<file path="src/hdl/ctps_ram.sv">
// ----------------------------------------------------------------------------
// ctps_ram
// Generic single-port write, single-port read RAM with registered read.
// ----------------------------------------------------------------------------
module ctps_ram #(
    parameter int WIDTH = 8,
    parameter int DEPTH = 8
) (
    input  logic                     aclk,
    input  logic                     wr_en,
    input  logic [$clog2(DEPTH)-1:0] wr_addr,
    input  logic [WIDTH-1:0]         wr_data,
    input  logic [$clog2(DEPTH)-1:0] rd_addr,
    output logic [WIDTH-1:0]         rd_data
);
    logic [WIDTH-1:0] mem [DEPTH];

    // Write and registered read
    always_ff @(posedge aclk) begin
        if (wr_en) begin
            mem[wr_addr] <= wr_data;
        end
        rd_data <= mem[rd_addr];
    end
endmodule

</file>
<file path="config.mk">
export PLATFORM = sky130hd
export DESIGN_NAME = ctps_ram
export DESIGN_NICKNAME = d
export VERILOG_FILES = /design/src/hdl/ctps_ram.sv
export SDC_FILE = /design/constraint.sdc
export NUM_CORES = 1
export LEC_CHECK = 0
export ABC_AREA = 1
export ABC_CLOCK_PERIOD_IN_PS = 1250
export BUFFER_PORTS_ARGS = -buffer_cell sky130_fd_sc_hd__buf_2
export CAP_MARGIN = 25
export CORE_MARGIN = 2
export CORE_UTILIZATION = 55
export CTS_BUF_LIST = sky130_fd_sc_hd__clkbuf_4
export DETAILED_ROUTE_END_ITERATION = 10
export PLACE_DENSITY = 0.74
export SLEW_MARGIN = 20
export SYNTH_ARGS = -nofsm -noshare
export SYNTH_HDL_FRONTEND = slang
export SYNTH_SLANG_ARGS = --single-unit
</file>
<file path="constraint.sdc">
create_clock -name aclk -period 1.25 [get_ports aclk]
set_input_delay 0.25 -clock aclk [delete_from_list [all_inputs] [get_ports aclk]]
set_output_delay 0.25 -clock aclk [all_outputs]
set_load 0.05 [all_outputs]
</file>
---- Word level (Yosys, flattened, before mapping) ----
Memory sizes are Yosys's and may differ from the RTL's. A register that Yosys moved wholly into a read port is not among the register bits.
Index checks and enable logic that the tools add are counted.
operators by class
  shifts and indexed selects .............. 0
  reduce and logical (&&, ||, !) cells .... 0
  $mul .................................... 0
  bitwise gates (word level) .............. 0
  muxes and demuxes ....................... 2
  $lt $le $gt $ge ......................... 0
  add/subtract/negate cells ............... 0
  equal/unequal tests ..................... 0
  div/mod/pow operators ................... 0
operators with widths
  kind     count
  $mux W1  2
storage, ports and cells
  input port bits ......................... 16
  bits in registers ....................... 0
  bits in writable memories ............... 64
  bits in latches ......................... 0
  memories kept ........................... 1
  bits in read-only memories .............. 0
memory list
  name  depth  bits a word  read ports  clocked after memory_dff  wr ports  line  text
  mem   8      8            1           1                         1         16    logic [WIDTH-1:0] mem [DEPTH];

---- Depth between registers and ports, before layout ----
  depth in word-level cells ............... 2
  depth in mapped cells ................... 8
  depth with buffers taken out ............ 6

---- Least setup slack after synthesis ----
OpenSTA, ideal clock, no wires.
  path type ............................... in2reg
  from .................................... input wr_addr[0]
  to ...................................... memory mem[0][0], enable pin
  arrival ................................. 0.755 ns
  stages .................................. 3
  data required time ...................... 0.880 ns
  path buffers ............................ 0
  path slack .............................. 0.125 ns
  setup time .............................. 0.370 ns
  cells stage by stage .................... inv_1 > nand2_1 > nor2_1
RTL lines
  element      line  text
  from (decl)  11    input logic [$clog2(DEPTH)-1:0] wr_addr,
  to (decl)    16
No word-level cell before the write port.

---- Worst setup path after layout ----
  from .................................... register rd_data[7], read port of mem
  to ...................................... output rd_data[7]
RTL lines
  element      line  text
  from (decl)  14    output logic [WIDTH-1:0] rd_data
No word-level cell between the ends.

==> flow_metrics.tcl <==
set metrics [dict create \
    cts_buffer_depth 2 \
    cts.repair.resized 3 \
    clock_latency_ns 0.41 \
    reg2reg_depth 6 \
    vias 1973 \
    finalCritPeriodShare_pct 96.6 \
    synth_top_cells_by_area "edfxtp_1 (63%), nand2_1 (14%), inv_1 (8.4%)" \
    holdBufCountCts 0 \
    path_clk_slew_ns 0.12 \
    drv_cap 0 \
    cts.sinks 72 \
    synth-edff-count 64 \
    powerDensity_nw_per_um2 1550 \
    critPathLaunchType "flop" \
    finalWeightedCongestion 0.848 \
    rrSetupSlack_ns 0.39 \
    ys_warn_count 0 \
    path_buf_inv 1 \
    fin_skew_ns 0.0143 \
    cp_slowest_cell "dfxtp_1" \
    drv_slew 0 \
    synth_top_area_share_pct 63.0 \
    boundaryPins 24 \
    post_cts_buffers 0 \
    setup_violations 0 \
    postSynth.asyncResetShare_pct 0 \
    root_buffer "clkbuf_4" \
    viasPerCell 4.77 \
    relSlewSlack_pct 77.8 \
    dieArea_um2 6160 \
    finalHoldViolCount 0 \
    critical-path-top-delay-family "flip-flops" \
    syn_avg_cell_area_um2 10.1 \
    synth_top_area_cell "edfxtp_1" \
    numPortBuffers 23 \
    status "finished, final reports clean" \
    synth-seq-cells 72 \
    h-tree-depth 3 \
    ant_nets 0 \
    grt_overflow_total 0 \
    firstDrtPassIters 4 \
    synth_cell_types 11 \
    die_x_um 78.5 \
    cts_tree "done" \
    dpl_cell_area_um2 3240 \
    initial_core_util_pct 56.1 \
    cpPeakStageDelay_ns 0.33 \
    max_freq_ghz 0.828 \
    area_delta_synth_final_pct 14.5 \
    final_nets 353 \
    totalWireLength_um 5450 \
    synthFlopType "edfxtp_1" \
    core_area_um2 5440 \
    post_drt_wl_per_cell_um 13.2 \
    crit_required_ns 1.00 \
    grt_max_degree 33 \
    syn_inst 303 \
    ys_seq_area_share_pct 68.3 \
    num_antenna_cells 0 \
    cp_cell_sequence "clkbuf_4" \
    vdd_ir_drop_max_v 0.000788 \
    die_y_um 78.5 \
    timing.rr.start "mem[5][5]" \
    hold_class "primary input to flop" \
    hpwl_um 3470 \
    drtIter0Drc 224 \
    worst_setup_path_end_kind "output pin" \
    grt.total_usage_pct 19.8 \
    holdPathStages 1 \
    total_leakage_power_nw 1.66 \
    synth_commonest_cells "nand2_1 (110), inv_1 (68), edfxtp_1 (64)" \
    setup-tns-final_ns 0 \
    grt_pass1_wl_um 8800 \
    numCtsBuffers 9 \
    crit_arrival_ns 0.96 \
    rows 27 \
    r2r_end "rd_data[5]" \
    cp_num_cells 1 \
    synth.most_common_cell "nand2_1" \
    crit_fanout 1 \
    critical_path_class "flop to output pin" \
    hold_start "wr_data[5]" \
    drcViolationCount 0 \
    stdcell_area_um2 3490 \
    rsz0062_at_grt "no" \
    grt_pass1_vias 1802 \
    syn_nets 319 \
    synthesis.area_um2 3050 \
    holdPathEnd "mem[6][5]" \
    layout-drive-gt1-share_pct 15.2 \
    antenna_found_initial 0 \
    tightest_slew_ns 0.332 \
    period_minus_slack_ns 1.21 \
]
## registers in the layout, summed over array words and instances, names as in the netlist
signal,count
rd_data,8
mem,64
## how the worst max path moves through the flow
stage / startpoint / to / slack [ns]
floorplan: wr_addr[0] / mem[0][0] / 0.13
global route: rd_data[0] / rd_data[0] / 0.005
global placement: wr_addr[0] / mem[4][2] / 0.16
finish: rd_data[7] / rd_data[7] / 0.04
CTS: rd_data[2] / rd_data[2] / 0.002
detailed placement: wr_addr[0] / mem[4][2] / 0.15
## cell type report
class / instances / area [µm²]
repair buffers: 34 / 221
fillers: 428 / 1950
inverters: 70 / 265
flip-flops and latches: 72 / 2080
well taps: 72 / 90.1
clock buffers: 10 / 75.1
clock inverters: 6 / 155
multi-input cells: 150 / 603
## report_power, final
part           leakage [nW]  switching [mW]  internal, mW
Clock                 0.121           0.790          1.44
Sequential            0.649          0.0228          2.71
Combinational         0.894           0.312         0.134
## through the flow
step                cells  utilization, %  setup WS (ns)  total power [mW]  hold WS, ns
global route          414            64.2        0.00544              5.59        0.104
finish                414            64.2         0.0422              5.41        0.109
global placement      398            59.5          0.157              3.22        0.531
CTS                   414            63.9        0.00229              5.42        0.105
detailed placement    398            59.5          0.146              3.22        0.532
floorplan             303               -          0.125              3.10        0.349
## metal layers
layer | global-route usage (%) | vias up | wire [µm]
met4 | 12.8 | 0 | 154
li1 | - | 1000 | -
met5 | 0 | - | 0
met1 | 27.8 | 871 | 2500
met2 | 27.9 | 85 | 2380
met3 | 4.25 | 17 | 418
## cells by family after synthesis
kind of cell,count (synthesis),synth area share (%)
simple gates,150,19.8
buf+inv,81,12.0
flops,72,68.3
## worst register-to-register path, cell delays in order (launching register included)
cell and delay (ns):
edfxtp_1 0.39, inv_1 0.08, nand2_1 0.06, nand3_1 0.08
nand2_1 0.05, nand2_1 0.05, nand2_1 0.06
## cells in the final DEF (no fill, tap or decap)
| master | n |
|---|---|
| buf_4 | 14 |
| inv_1 | 68 |
| buf_2 | 15 |
| inv_2 | 1 |
| clkinv_2 | 1 |
| nand3_1 | 32 |
| nand2_1 | 110 |
| inv_4 | 1 |
| buf_6 | 1 |
| nor2_1 | 8 |
| edfxtp_1 | 64 |
| dfxtp_1 | 8 |
| clkbuf_4 | 14 |
| bufinv_16 | 5 |
Power figures use the tool's default switching activity.
